File: src/sv/mpc_job_queue.sv
// Two-entry queue of parse jobs between the loader and the parser.
`timescale 1ns / 1ps
module mpc_job_queue #(
    parameter int DW = 13
) (
    input  logic          i_clk,
    input  logic          i_rst_n,
    input  logic          i_push,
    input  logic [DW-1:0] i_data,
    input  logic          i_pop,
    output logic          o_valid,
    output logic          o_full,
    output logic [DW-1:0] o_data
);
    logic [DW-1:0] r_data [2];
    logic          r_wr;
    logic          r_rd;
    logic [1:0]    r_cnt;
    logic          w_push;
    logic          w_pop;

    assign o_valid = r_cnt != 2'd0;
    assign o_full = r_cnt == 2'd2;
    assign o_data = r_data[r_rd];
    assign w_push = i_push && !o_full;
    assign w_pop = i_pop && o_valid;

    always_ff @(posedge i_clk) begin
        if (w_push) begin
            r_data[r_wr] <= i_data;
        end
    end

    always_ff @(posedge i_clk) begin
        if (!i_rst_n) begin
            r_wr <= 1'b0;
            r_rd <= 1'b0;
            r_cnt <= 2'd0;
        end else begin
            if (w_push) begin
                r_wr <= ~r_wr;
            end
            if (w_pop) begin
                r_rd <= ~r_rd;
            end
            r_cnt <= r_cnt + 2'(w_push) - 2'(w_pop);
        end
    end
endmodule

File: config.mk
export PLATFORM = sky130hd
export DESIGN_NAME = mpc_job_queue
export DESIGN_NICKNAME = d
export VERILOG_FILES = /design/src/sv/mpc_job_queue.sv
export SDC_FILE = /design/constraint.sdc
export NUM_CORES = 1
export LEC_CHECK = 0
export BUFFER_PORTS_ARGS = -buffer_cell sky130_fd_sc_hd__buf_2
export CAP_MARGIN = 15
export CORE_UTILIZATION = 40
export DETAILED_ROUTE_END_ITERATION = 10
export SLEW_MARGIN = 20
export SYNTH_ARGS = -nofsm -noshare
export SYNTH_HDL_FRONTEND = slang
export SYNTH_SLANG_ARGS = --single-unit
export TNS_END_PERCENT = 30
File: constraint.sdc
create_clock -name i_clk -period 2.4 [get_ports i_clk]
set_clock_uncertainty 0.2 [all_clocks]
set_input_delay 0.48 -clock i_clk [delete_from_list [all_inputs] [get_ports i_clk]]
set_output_delay 0.48 -clock i_clk [all_outputs]
set_load 0.02 [all_outputs]
Word level (Yosys, flattened, before mapping) --
Memory sizes are Yosys's and may differ from the RTL's. A register that Yosys moved wholly into a read port is not among the register bits. Cells that the tools add are included.
Storage, ports and cells: register bits after elaboration 4, latch bits 0, bits in writable memories 26, bits in read-only memories 0, output and inout bits 15, word-level logic and storage cells 17, memories 1
Memory list:
- r_data | words 2, width 13, rd ports 1, clocked after Yosys merged registers in 1, wr ports 1, line 15 | logic [DW-1:0] r_data [2];
Operators by class: add/subtract/negate cells 2, multiply operators 0, div/mod/pow operators 0, magnitude comparators 0, equality and inequality tests 1, shift-type cells 0, muxes and demuxes 4, bitwise operators 2, reductions and logical operators 4
Operators by type and width (number):
- $mux 1 | 4
- $add 2x1->2 | 1
- $eq 2x2->1 const B | 1
- $logic_and 1x1->1 | 2
- $not 1->1 | 2
- $reduce_bool 2->1 | 1
- $sub 2x1->2 | 1
- $logic_not 1->1 | 1

Logic depth before layout (Yosys ltp) --
word-level depth 5, gate-level depth with buffers 8

Worst setup path after synthesis --
No wires, ideal clock.
kind register to register, from register r_cnt[0], to memory r_data[0][0], enable pin, library setup time 0.382 ns, data arrival time 1.150 ns, setup slack 0.668 ns, cell stages (with the launch flop) 4, buffers on the path 0, cells stage by stage dfxtp_1 > nand2b_1 > nand2_1 > nor2_1
On the way: word-level cells in the longest chain between the ends 5
RTL lines:
- start: declaration | line 18 | logic [1:0] r_cnt;
- start signal: assignment | line 46 | r_cnt <= r_cnt + 2'(w_push) - 2'(w_pop);
- $eq 2x2->1 | line 23 | assign o_full = r_cnt == 2'd2;
- $logic_not 1->1 | line 25 | assign w_push = i_push && !o_full;
- $logic_and 1x1->1 | line 25
- $mux 1 | line 29 | if (w_push) begin
- $mux 1 (implied by the code) | line 30 | r_data[r_wr] <= i_data;
- end: declaration | line 15
Every way passes these cells.

==> out/summary.txt <==
RSZ-0062 raised after global routing - no
Die X - 56.2 um
Max VDD drop - 0.570 mV
Netlist Area Pre-Place - 1170 um2
Worst Setup EP - o_data[2]
Synth area leaders - edfxtp_1, mux2_2, dfxtp_1
R2R cell count - 8
H-tree depth - 2
Grt ovf - 0
Largest family of logic cells by synthesized area - multiplexers
CP Launch Type - register
Core Area - 2760 um2
Worst Hold Launch - i_data[3]
Routed met3 length - 137 um
Compound-Gate Fraction of Synth Area - 0.746%
Layout area overhead - 21.0%
PwrDens - 1040 nW/um2
Vias - 651
Clock transition at path regs - 0.09 ns
I/O pin count - 32
Non-Filler Cell Area, Final - 1420 um2
Final #Nets - 123
Crit path time final - 2.27 ns
Critical path arrival - 1.59 ns
Initial core utilization - 42.6%
Die H - 56.2 um
Avg Inst Size Synth - 17.8 um2
Number of global-route vias before repair - 654
Wirelength per Cell - 13.2 um
Met2 WL - 886 um
CTS resizes - 0
Hold crit path type - in2reg
Simple-gate share of the synthesized area - 4.58%
Achievable Freq - 440 MHz
FF+latch count, synth - 31
Post-CTS Setup Bufs - 0
Layout fillers - 258
Period utilization - 94.8%
Max Used Layer - met4
Rows - 19
Synth Net Count - 85
Via-to-Cell Ratio - 4.82
Slew @ Worst Pin - 0.629 ns
Post-Synth XOR/XNOR Area - 2.24%
Largest net degree at the start of global routing - 14
All-layer global routing usage - 13.2%
Yosys cell types - 16
Post-synth top area cell - edfxtp_1
Fin. max-slew vios - 0
CP required - 1.72 ns
GPL Wtd Cong - 0.633
TritonCTS buffer count - 5
Worst-path maximum fanout - 13
Worst setup path class - reg2out
TNS Setup - 0 ns
Initial antenna violation count - 0
Final hold violation count - 0
WL met1 - 722 um
Pleak - 0.000582 uW
Cells after Synth - 66
Cts hold-fix bufs - 0
Worst r2r src - r_cnt[0]$_SDFF_PN0_
Fraction of layout cells with a size suffix above 1 - 51.9%
Die area - 3150 um2
WL final - 1790 um
Reg2reg setup slack - 0.63 ns
Crit. End Element - output port
1st-iter DRT viols - 8
YS warnings - 0
Routed Antenna Nets - 0
R2r endpoint - r_cnt[1]$_SDFF_PN0_
IO Port Bufs - 31
CTS tree - built
Placement Cell Area - 1360 um2
DR pass1 iterations - 2
Final setup viols - 0
Clock sink count - 31
Post-synthesis mux area share - 13.3%
Status - finished, final reports clean
MaxCap Viol Count - 0
Slew Limit Headroom - 58.1%
Clk_lat worst skew - 0.32 ns
DRC errors left - 0
Ant. Diodes - 0
Register area share after synthesis - 75.1%
First-pass GRT wire length - 2970 um
Yosys top cell area share - 66.5%
Area share of fa/ha/maj cells after synthesis - 2.13%
Root buf cell - clkbuf_4
Max clock buf depth - 2
[power by group]
group	internal, uW	switching [uW]	leakage (uW)
combinational	197	236	0.000264
sequential	681	55.8	0.000284
clock	136	167	0.0000341
[how the worst min path moves through the flow]
stage | slack, ns | endpoint | depth (start not counted)
2_1_floorplan | 0.25 | r_wr$_SDFFE_PN0N_ | 2
3_3_place_gp | 0.27 | r_wr$_SDFFE_PN0N_ | 2
3_5_place_dp | 0.29 | r_wr$_SDFFE_PN0N_ | 2
4_1_cts | 0.13 | r_data[1][4]$_DFFE_PP_ | 1
5_1_grt | 0.12 | r_data[1][0]$_DFFE_PP_ | 1
6_report | 0.14 | r_data[1][3]$_DFFE_PP_ | 1
[flip-flops by register name, summed over array words and instances (netlist names), named ones only]
| signal | flops |
|---|---|
| r_wr | 1 |
| r_rd | 1 |
| r_cnt | 2 |
| r_data | 26 |
[per-stage QoR]
step           power [uW]  hold slack [ns]  instances  util [%]  setup slack [ns]
2_1_floorplan        1060            0.255         66         -             0.668
3_3_place_gp         1190            0.267        128      49.5             0.449
3_5_place_dp         1190            0.288        128      49.5             0.455
4_1_cts              1500            0.126        135      51.5            0.0720
5_1_grt              1560            0.116        135      51.5            0.0137
6_report             1470            0.142        135      51.5             0.126
[worst max-delay path, cell delays in order, from the launching register on]
cell     delay (ns)
dfxtp_1        0.70
mux2_2         0.41
buf_2          0.16
[metal layers]
metal | up-vias | global-route usage [%]
li1 | 313 | -
met4 | 0 | 7.32
met5 | - | 0
met1 | 312 | 14.2
met3 | 7 | 7.21
met2 | 19 | 20.7
[cells in the mapped netlist (all sizes together)]
cell type / number
and2: 1
and3: 1
buf: 1
dfxtp: 5
edfxtp: 26
ha: 2
inv: 3
mux2: 13
mux2i: 1
nand2: 2
nand2b: 2
nor2: 4
o21a: 1
or2: 1
xnor2: 2
xor2: 1
[cell families (layout without fill, tap and decap cells)]
| logic type | Yosys count | in the layout |
|---|---|---|
| AO/OA/AOI/OAI | 1 | 1 |
| XOR/XNOR | 3 | 3 |
| flip-flops | 31 | 31 |
| buffers and inverters | 4 | 42 |
| multiplexers | 14 | 14 |
| adder cells (fa/ha/maj) | 2 | 2 |
| AND/OR/NAND/NOR | 11 | 11 |
[cell type report]
type	instances	area [um2]	share of cell area, %
multi-input combinational	31	270	19.0
timing repair buffer	32	163	11.5
clock buffer	6	51.3	3.61
clock inverter	1	5.00	0.352
inverter	3	11.3	0.793
sequential	31	881	62.0
tap	31	38.8	2.73
[cell usage in the layout (no fill, tap or decap)]
cell / n
inv_1: 3
and2_1: 1
nand2b_1: 2
xnor2_1: 2
buf_2: 31
mux2i_1: 1
ha_1: 2
or2_2: 1
nand2_1: 2
edfxtp_1: 26
clkbuf_8: 1
clkinv_2: 1
dfxtp_1: 5
nor2_1: 4
o21a_2: 1
mux2_2: 13
clkbuf_4: 5
and3_1: 1
xor2_1: 1
buf_4: 1
Power figures use the tool's default switching activity.
