===== src/sv/mpc_pkg.sv =====
// Shared types and constants of the mDNS packet classifier.
`timescale 1ns / 1ps
package mpc_pkg;

    // Widest byte position the walk can reach (message, pointer or skipped data).
    localparam int POS_W = 18;
    localparam int REG_LABEL_BYTES = 24;
    localparam int ID_BYTES = 17;
    localparam int SRVC_LEN = 34;
    localparam int HAP_LEN = 16;
    localparam int HOST_SUFFIX_AT = 9;

    localparam logic [7:0] TAG_PTR = 8'hC0;
    localparam logic [7:0] TAG_MAX_LABEL = 8'h40;
    localparam logic [7:0] FLAGS_RESPONSE = 8'h84;
    localparam logic [7:0] CHAR_DOT = 8'h2E;

    localparam logic [15:0] TYPE_A = 16'd1;
    localparam logic [15:0] TYPE_PTR = 16'd12;
    localparam logic [15:0] TYPE_TXT = 16'd16;
    localparam logic [15:0] TYPE_AAAA = 16'd28;
    localparam logic [15:0] TYPE_SRV = 16'd33;
    localparam logic [15:0] TYPE_ANY = 16'd255;

    localparam int BIT_QM = 8;
    localparam int BIT_KA_TXT = 16;
    localparam int BIT_KA_SRV = 17;
    localparam int BIT_KA_A = 18;
    localparam int BIT_KA_PTR = 19;
    localparam int BIT_KA_AAAA = 20;
    localparam int BIT_AU_HOST = 21;
    localparam int BIT_AU_SRVC = 22;
    localparam int BIT_CF_TXT = 24;
    localparam int BIT_CF_SRV = 25;
    localparam int BIT_CF_A = 26;
    localparam int BIT_CF_AAAA = 28;
    localparam int BIT_CF_HOST = 29;
    localparam int BIT_CF_SRVC = 30;

    localparam logic [7:0] HAP_NAME [HAP_LEN] = '{
        8'h5F, 8'h68, 8'h61, 8'h70, 8'h2E, 8'h5F, 8'h74, 8'h63,
        8'h70, 8'h2E, 8'h6C, 8'h6F, 8'h63, 8'h61, 8'h6C, 8'h2E
    };

    typedef enum logic [2:0] {
        CFG_DEV_LOW,
        CFG_DEV_MID,
        CFG_DEV_LAST,
        CFG_HOST_A,
        CFG_HOST_B,
        CFG_HOST_C,
        CFG_HOST_LEN,
        CFG_OWN_IP
    } t_cfg_idx;

    typedef struct packed {
        logic [63:0] dev_low;
        logic [63:0] dev_mid;
        logic [7:0]  dev_last;
        logic [63:0] host_a;
        logic [63:0] host_b;
        logic [63:0] host_c;
        logic [4:0]  host_len;
        logic [31:0] own_ip;
    } t_cfg;

    typedef struct packed {
        logic [30:0] hit_map;
        logic        malformed;
    } t_result;

    typedef enum logic [4:0] {
        S_IDLE,
        S_START,
        S_HDR,
        S_NEXT,
        S_NSTART,
        S_NTAG,
        S_NLAB,
        S_NDOT,
        S_NPTR,
        S_AFTER,
        S_QT0,
        S_QT1,
        S_QC,
        S_AT0,
        S_AT1,
        S_AA,
        S_SK0,
        S_SK1,
        S_DONE
    } t_pstate;

    typedef enum logic [1:0] {
        SEC_QUESTION,
        SEC_ANSWER,
        SEC_SKIP,
        SEC_AUTH
    } t_sec;

endpackage


===== src/sv/mpc_in_if.sv =====
// Input channel: one message byte per item.
`timescale 1ns / 1ps
interface mpc_in_if;
    logic       valid;
    logic       ready;
    logic [7:0] packet_byte;
    logic       last_byte;
    logic       probing_now;

    modport source(output valid, packet_byte, last_byte, probing_now, input ready);
    modport sink(input valid, packet_byte, last_byte, probing_now, output ready);
endinterface


===== src/sv/mpc_loader.sv =====
// Front end: stores message bytes and queues a parse job on the last byte.
`timescale 1ns / 1ps
module mpc_loader
    import mpc_pkg::*;
#(
    parameter int PACKET_BYTES = 2048
) (
    input  logic                            i_clk,
    input  logic                            i_rst_n,
    mpc_in_if.sink                          i_in,
    output logic                            o_we,
    output logic [$clog2(PACKET_BYTES)-1:0] o_waddr,
    output logic [7:0]                      o_wdata,
    output logic                            o_push,
    output logic [$clog2(PACKET_BYTES+1):0] o_job,
    input  logic                            i_q_full,
    input  logic                            i_done
);
    localparam int LW = $clog2(PACKET_BYTES + 1);
    localparam int AW = $clog2(PACKET_BYTES);

    logic [LW-1:0] r_count, n_count;
    logic          r_wait, n_wait;
    logic          w_accept;
    logic          w_room;
    logic [LW-1:0] w_count_inc;

    // The store is shared with the parser, so loading waits until the parse is over.
    assign i_in.ready = !r_wait && !i_q_full;
    assign w_accept = i_in.valid && i_in.ready;
    assign w_room = r_count < LW'(PACKET_BYTES);
    assign w_count_inc = w_room ? r_count + LW'(1) : r_count;

    assign o_we = w_accept && w_room;
    assign o_waddr = r_count[AW-1:0];
    assign o_wdata = i_in.packet_byte;
    assign o_push = w_accept && i_in.last_byte;
    assign o_job = {w_count_inc, i_in.probing_now};

    always_comb begin
        n_count = r_count;
        n_wait = r_wait;
        if (w_accept) begin
            n_count = i_in.last_byte ? '0 : w_count_inc;
            if (i_in.last_byte) begin
                n_wait = 1'b1;
            end
        end
        if (i_done) begin
            n_wait = 1'b0;
        end
    end

    always_ff @(posedge i_clk) begin
        if (!i_rst_n) begin
            r_count <= '0;
            r_wait <= 1'b0;
        end else begin
            r_count <= n_count;
            r_wait <= n_wait;
        end
    end
endmodule


===== src/flat_wrapper.sv =====
// flat-port wrapper written by rule: the top's interface ports become plain ports
module mpc_loader_flat import mpc_pkg::*;
#(
    parameter int PACKET_BYTES = 2048
)
  (i_clk, i_rst_n, o_we, o_waddr, o_wdata, o_push, o_job, i_q_full, i_done, i_in_valid, i_in_packet_byte, i_in_last_byte, i_in_probing_now, i_in_ready);
  mpc_in_if i_in_i ();
  input  logic i_clk;
  input  logic i_rst_n;
  output logic o_we;
  output logic [$clog2(PACKET_BYTES)-1:0] o_waddr;
  output logic [7:0] o_wdata;
  output logic o_push;
  output logic [$clog2(PACKET_BYTES+1):0] o_job;
  input  logic i_q_full;
  input  logic i_done;
  input wire logic [$bits(i_in_i.valid)-1:0] i_in_valid;
  input wire logic [$bits(i_in_i.packet_byte)-1:0] i_in_packet_byte;
  input wire logic [$bits(i_in_i.last_byte)-1:0] i_in_last_byte;
  input wire logic [$bits(i_in_i.probing_now)-1:0] i_in_probing_now;
  output wire logic [$bits(i_in_i.ready)-1:0] i_in_ready;
  assign i_in_i.valid = i_in_valid;
  assign i_in_i.packet_byte = i_in_packet_byte;
  assign i_in_i.last_byte = i_in_last_byte;
  assign i_in_i.probing_now = i_in_probing_now;
  assign i_in_ready = i_in_i.ready;
  mpc_loader #(.PACKET_BYTES(PACKET_BYTES)) u_core (.i_clk(i_clk), .i_rst_n(i_rst_n), .i_in(i_in_i), .o_we(o_we), .o_waddr(o_waddr), .o_wdata(o_wdata), .o_push(o_push), .o_job(o_job), .i_q_full(i_q_full), .i_done(i_done));
endmodule

===== config.mk =====
export PLATFORM = sky130hd
export DESIGN_NAME = mpc_loader_flat
export DESIGN_NICKNAME = d
export VERILOG_FILES = /design/src/sv/mpc_pkg.sv /design/src/sv/mpc_in_if.sv /design/src/sv/mpc_loader.sv /design/src/flat_wrapper.sv
export SDC_FILE = /design/constraint.sdc
export NUM_CORES = 1
export LEC_CHECK = 0
export ABC_CLOCK_PERIOD_IN_PS = 2300
export BUFFER_PORTS_ARGS = -buffer_cell sky130_fd_sc_hd__buf_2
export CAP_MARGIN = 20
export CORE_MARGIN = 2
export CORE_UTILIZATION = 45
export DETAILED_ROUTE_END_ITERATION = 12
export HOLD_SLACK_MARGIN = 0.06
export MAX_ROUTING_LAYER = met4
export PLACE_DENSITY = 0.83
export SLEW_MARGIN = 20
export SYNTH_ARGS = -nofsm -noshare
export SYNTH_HDL_FRONTEND = slang
export SYNTH_SLANG_ARGS = --single-unit

===== constraint.sdc =====
create_clock -name i_clk -period 2.3 [get_ports i_clk]
set_clock_uncertainty 0.15 [all_clocks]
set_input_delay 0.46 -clock i_clk [delete_from_list [all_inputs] [get_ports i_clk]]
set_output_delay 0.46 -clock i_clk [all_outputs]
set_load 0.03 [all_outputs]

After elaboration in Yosys (flattened, before gate mapping):

Cells that the tools add are included.

* flip-flop bits (word level): 13
* bits in latches: 0
* RAM bits: 0
* memory bits (read-only): 0
* input bits: 15
* output and inout bits: 35
* logic and storage cells: 15
* memories kept: 0

* $add $sub $neg: 1
* multipliers: 0
* divide/modulo/power cells: 0
* $lt $le $gt $ge: 1
* equality and inequality tests: 0
* shift operators: 0
* muxes and demuxes: 2
* bitwise operators: 1
* reduce and logical (&&, ||, !) cells: 8

Operator list (count)
* 12-bit two-way mux: 2
* 12-bit by 1-bit adder with 12-bit output (second input constant): 1
* 12-bit < comparator (second input constant): 1
* 1-bit logical AND: 4
* 1-bit zero test: 2
* 2-bit AND reduction: 1
* 2-bit OR reduction: 1
* 1-bit inverter: 1

Logic depth before layout (Yosys ltp):

* depth after elaboration: 4
* depth in mapped cells: 6
* gate-level depth less buffers: 5

Worst setup path before layout:

No wires, ideal clock.

* kind: reg2out
* start point: register u_core.r_count[3]
* end point: output o_job[11]
* arrival: 1552 ps
* required time: 1690 ps
* path slack: 138 ps
* stages on the path, launching flop included: 7
* buffers on the path: 2
* cells stage by stage: dfxtp_1 > buf_2 > and4_1 > clkbuf_4 > and2_1 > nand2_1 > xnor2_1

* longest elaborated chain between the ends: 2
* elaborated cells between the ends (all ways): 3
* those cells by class: add/sub (1); order compare (1); mux (1)

RTL lines
* start: declaration: line mpc_loader.sv:22 `logic [LW-1:0] r_count, n_count;`
* start signal: assignment: line mpc_loader.sv:59 `r_count <= n_count;`
* 12-bit by 1-bit adder with 12-bit output or 12-bit < comparator (tied branches): line mpc_loader.sv:32, mpc_loader.sv:31
* 12-bit two-way mux *: line mpc_loader.sv:32 `assign w_count_inc = w_room ? r_count + LW'(1) : r_count;`
* end: declaration: line flat_wrapper.sv:14 `output logic [$clog2(PACKET_BYTES+1):0] o_job;`

Mark *: on every way between the ends. The rest lies on a longest branch, timed or not.

Worst setup path in the final report:

* start point: register u_core.r_count[2]
* end point: output o_job[6]

The elaborated chain is that of the path after synthesis.

==> flow_summary.ini <==
[critical_path]
cp_data_arrival_time_ps = 1570
dominant_delay_contributor_by_cell_family_on_the_critical_path = flip-flops
cp-end-kind = output port
critPathBufInv = 2
crit_required_ps = 1690
crit_fanout = 7
worst-r2r-cell-count = 3
cp_cell_sequence = and4b_1 -> buf_4 -> nand3_1 -> xnor2_1 -> buf_2
r2r_slack_ps = 510
worst_r2r_startpoint = u_core.r_wait
slowest_delay_ps = 430
critPathLaunchType = register
critical_path.reg2reg.endpoint = u_core.r_count[9]
worstSetupPathType = reg -> out
critical_path.slowest_cell = dfxtp_1

[synthesis]
post_synth.cell_area_avg_um2 = 8.12
synth_edf_count = 0
most_used_flip_flop_cell_after_synthesis = dfxtp_1
syn-num-nets = 141
synth_largest_area_cell = dfxtp_1
syn-instance-count = 125
post-synth-top-area-fraction_pct = 25.6
postSynthRegisterBits = 13
synth_top_family_by_area = simple AND/OR/NAND/NOR gates
synth-compound-area-share_pct = 17.6
multiplexer_share_of_the_synthesized_area_pct = 1.11
library_cells_used_by_synthesis = 37
ys_async_sr_fraction_pct = 0
yosysSeqAreaShare_pct = 25.6
synthTopCellsByCount = buf_4, dfxtp_1, o21ai_0
synth_xor_area_share_pct = 8.63
post_synth_fa_ha_maj_area_fraction_pct = 1.23
mappedNetlistArea_um2 = 1010
post_synth_simple_gate_area_pct = 23.7
top_cells_by_area_in_the_synthesized_netlist = dfxtp_1, buf_4, xnor2_1
synth_most_common_cell = buf_4
synth_warnings = 0

[drt]
drt-total-wl_um = 2130
drt_first_pass_iters = 4
detail-route-antenna-nets = 0
routedWlPerCell_um = 13.0
dr_total_vias = 887
drc = 0
drtIter0Drc = 19
routed_via_density = 5.41

[power_and_ir_drop]
power.leakage_nw = 0.490
vdd_drop_max_mv = 0.264
power_density_nw_per_um2 = 388

[floorplan]
placementRows = 17
ios = 50
floorplan_core_area_um2 = 2170
initial_core_util_pct = 46.8
die_area_um2 = 2650
chipWidth_um = 51.5
dieHeight_um = 51.5

[clock_tree]
clkTransAtPathRegs_ps = 80
clkLatencyLatePin_ps = 280
cts_tree = done
clockRootBuffer = clkbuf_4
tritoncts.num_buffers = 3
cts.sinks = 13
clk_path_buf_depth = 2
cts_htree_levels = 1

[place]
port_bufs = 31
placed_cell_area_um2 = 1030
dp_hpwl_um = 1590
dp.cells = 159
routabilityCongestion = 0.830

[worst_hold_path]
whs_path_depth = 2
min_path_type = in -> reg
sink_of_the_worst_hold_path = u_core.r_wait
timing.hold.worst.start = i_done

[grt]
grt_max_degree = 15
grt_antenna_before_repair = 0
grt_use_total_pct = 16.8
grt_first_pass_wirelength_um = 3310
vias_in_the_first_global_route = 736
grt_overflow_total = 0

[cells_and_area]
final_nets = 153
layout-drive-gt1-share_pct = 38.2
instances_no_fill = 164
syn2layout_area_growth_pct = 8.01
num-fill-cells = 219
layout.cell_area.non_filler_um2 = 1100
antenna-diode-count = 0

[flow_run]
timing.max_cap.violations = 0

[sta]
timing.final.crit_share_pct = 95.0
final_max_slew_viol_count = 0
clock.fmax_ghz = 0.458
finalWorstPathRequiredPeriod_ps = 2180
report.final.hold_viol_count = 0
tightest_slew_ps = 245
slew_headroom_pct = 83.7
finalSetupViolCount = 0

[status]
run_status = finished, final reports clean
[placed cells by master (no fill, tap or decap), types with 2 or more instances in the layout]
cell	count
buf_2	30
o21ai_0	10
buf_4	8
dfxtp_1	8
xnor2_1	7
nand2_1	6
nor2_1	6
a21boi_0	6
or3_1	5
nand3_1	4
nor3b_1	3
xor2_1	3
a31oi_1	3
a21oi_1	3
clkbuf_4	3
dfxtp_2	3
and2_1	2
a41oi_1	2
nor2b_1	2
a21boi_1	2
dfxtp_4	2
[worst register-to-register path: stages, from the launching register on]
cell      delay [ps]
dfxtp_1          340
or4b_1           670
or4_1            440
a21boi_1         120
[per-stage QoR]
step / power [W] / setup slack (ps) / TNS (ps) / hold WS [ps] / utilization [%]
2_1_floorplan: 0.000299 / 138 / 0 / 338 / -
3_3_place_gp: 0.000283 / 260 / 0 / 366 / 47.5
3_5_place_dp: 0.000285 / 225 / 0 / 382 / 47.5
4_1_cts: 0.000429 / 2.43 / 0 / 173 / 48.8
5_1_grt: 0.000448 / -28.6 / -28.6 / 165 / 50.5
6_report: 0.000426 / 116 / 0 / 180 / 50.5
[flip-flops by register name (all words and copies together) (netlist names)]
| register | flops |
|---|---|
| u_core.r_wait | 1 |
| u_core.r_count | 12 |
[final cells by class]
| type | instances | area, um^2 | area share [%] |
|---|---|---|---|
| tap | 28 | 35.0 | 3.20 |
| timing repair buffer | 38 | 210 | 19.2 |
| sequential | 13 | 272 | 24.8 |
| clock buffer | 4 | 26.3 | 2.40 |
| multi-input combinational | 80 | 549 | 50.1 |
| inverter | 1 | 3.75 | 0.342 |
[logic make-up (layout without fill, tap and decap cells)]
logic type | count (synthesis) | after routing
flip-flops | 13 | 13
AND/OR/NAND/NOR | 40 | 40
adder cells (fa/ha/maj) | 1 | 1
AO/OA/AOI/OAI | 28 | 28
XOR/XNOR | 10 | 10
multiplexers | 1 | 1
buffers and inverters | 32 | 43
[how the worst max path moves through the flow]
stage                                 start                 to  slack (ps)  depth (start not counted)
final                     u_core.r_count[2]           o_job[6]         120                          5
after global routing      u_core.r_count[8]          o_job[11]         -30                          5
after CTS                 u_core.r_count[5]          o_job[11]           2                          5
after detailed placement     i_in_last_byte  u_core.r_count[9]         230                          4
after global placement       i_in_last_byte  u_core.r_count[9]         260                          4
after floorplan           u_core.r_count[3]          o_job[11]         140                          6
[power by group]
group / total (W) / switching [W] / internal (W)
clock: 0.000145 / 0.0000779 / 0.0000674
combinational: 0.0000532 / 0.0000325 / 0.0000206
sequential: 0.000227 / 0.00000247 / 0.000225
[repair_timing]
action,CTS,global route
endpoints found under the setup margin,7,7
buffers inserted,0,1
gates resized for setup,3,12
pin swaps,0,2
hold buffers,0,0
[routing by layer]
layer	share of wire, %	vias to the layer above	GRT usage, %
li1	-	437	-
met2	47	42	25.4
met1	42	404	20.0
met4	1.4	0	7.46
met5	0	-	-
met3	9.7	4	6.14
Power figures use the tool's default switching activity.
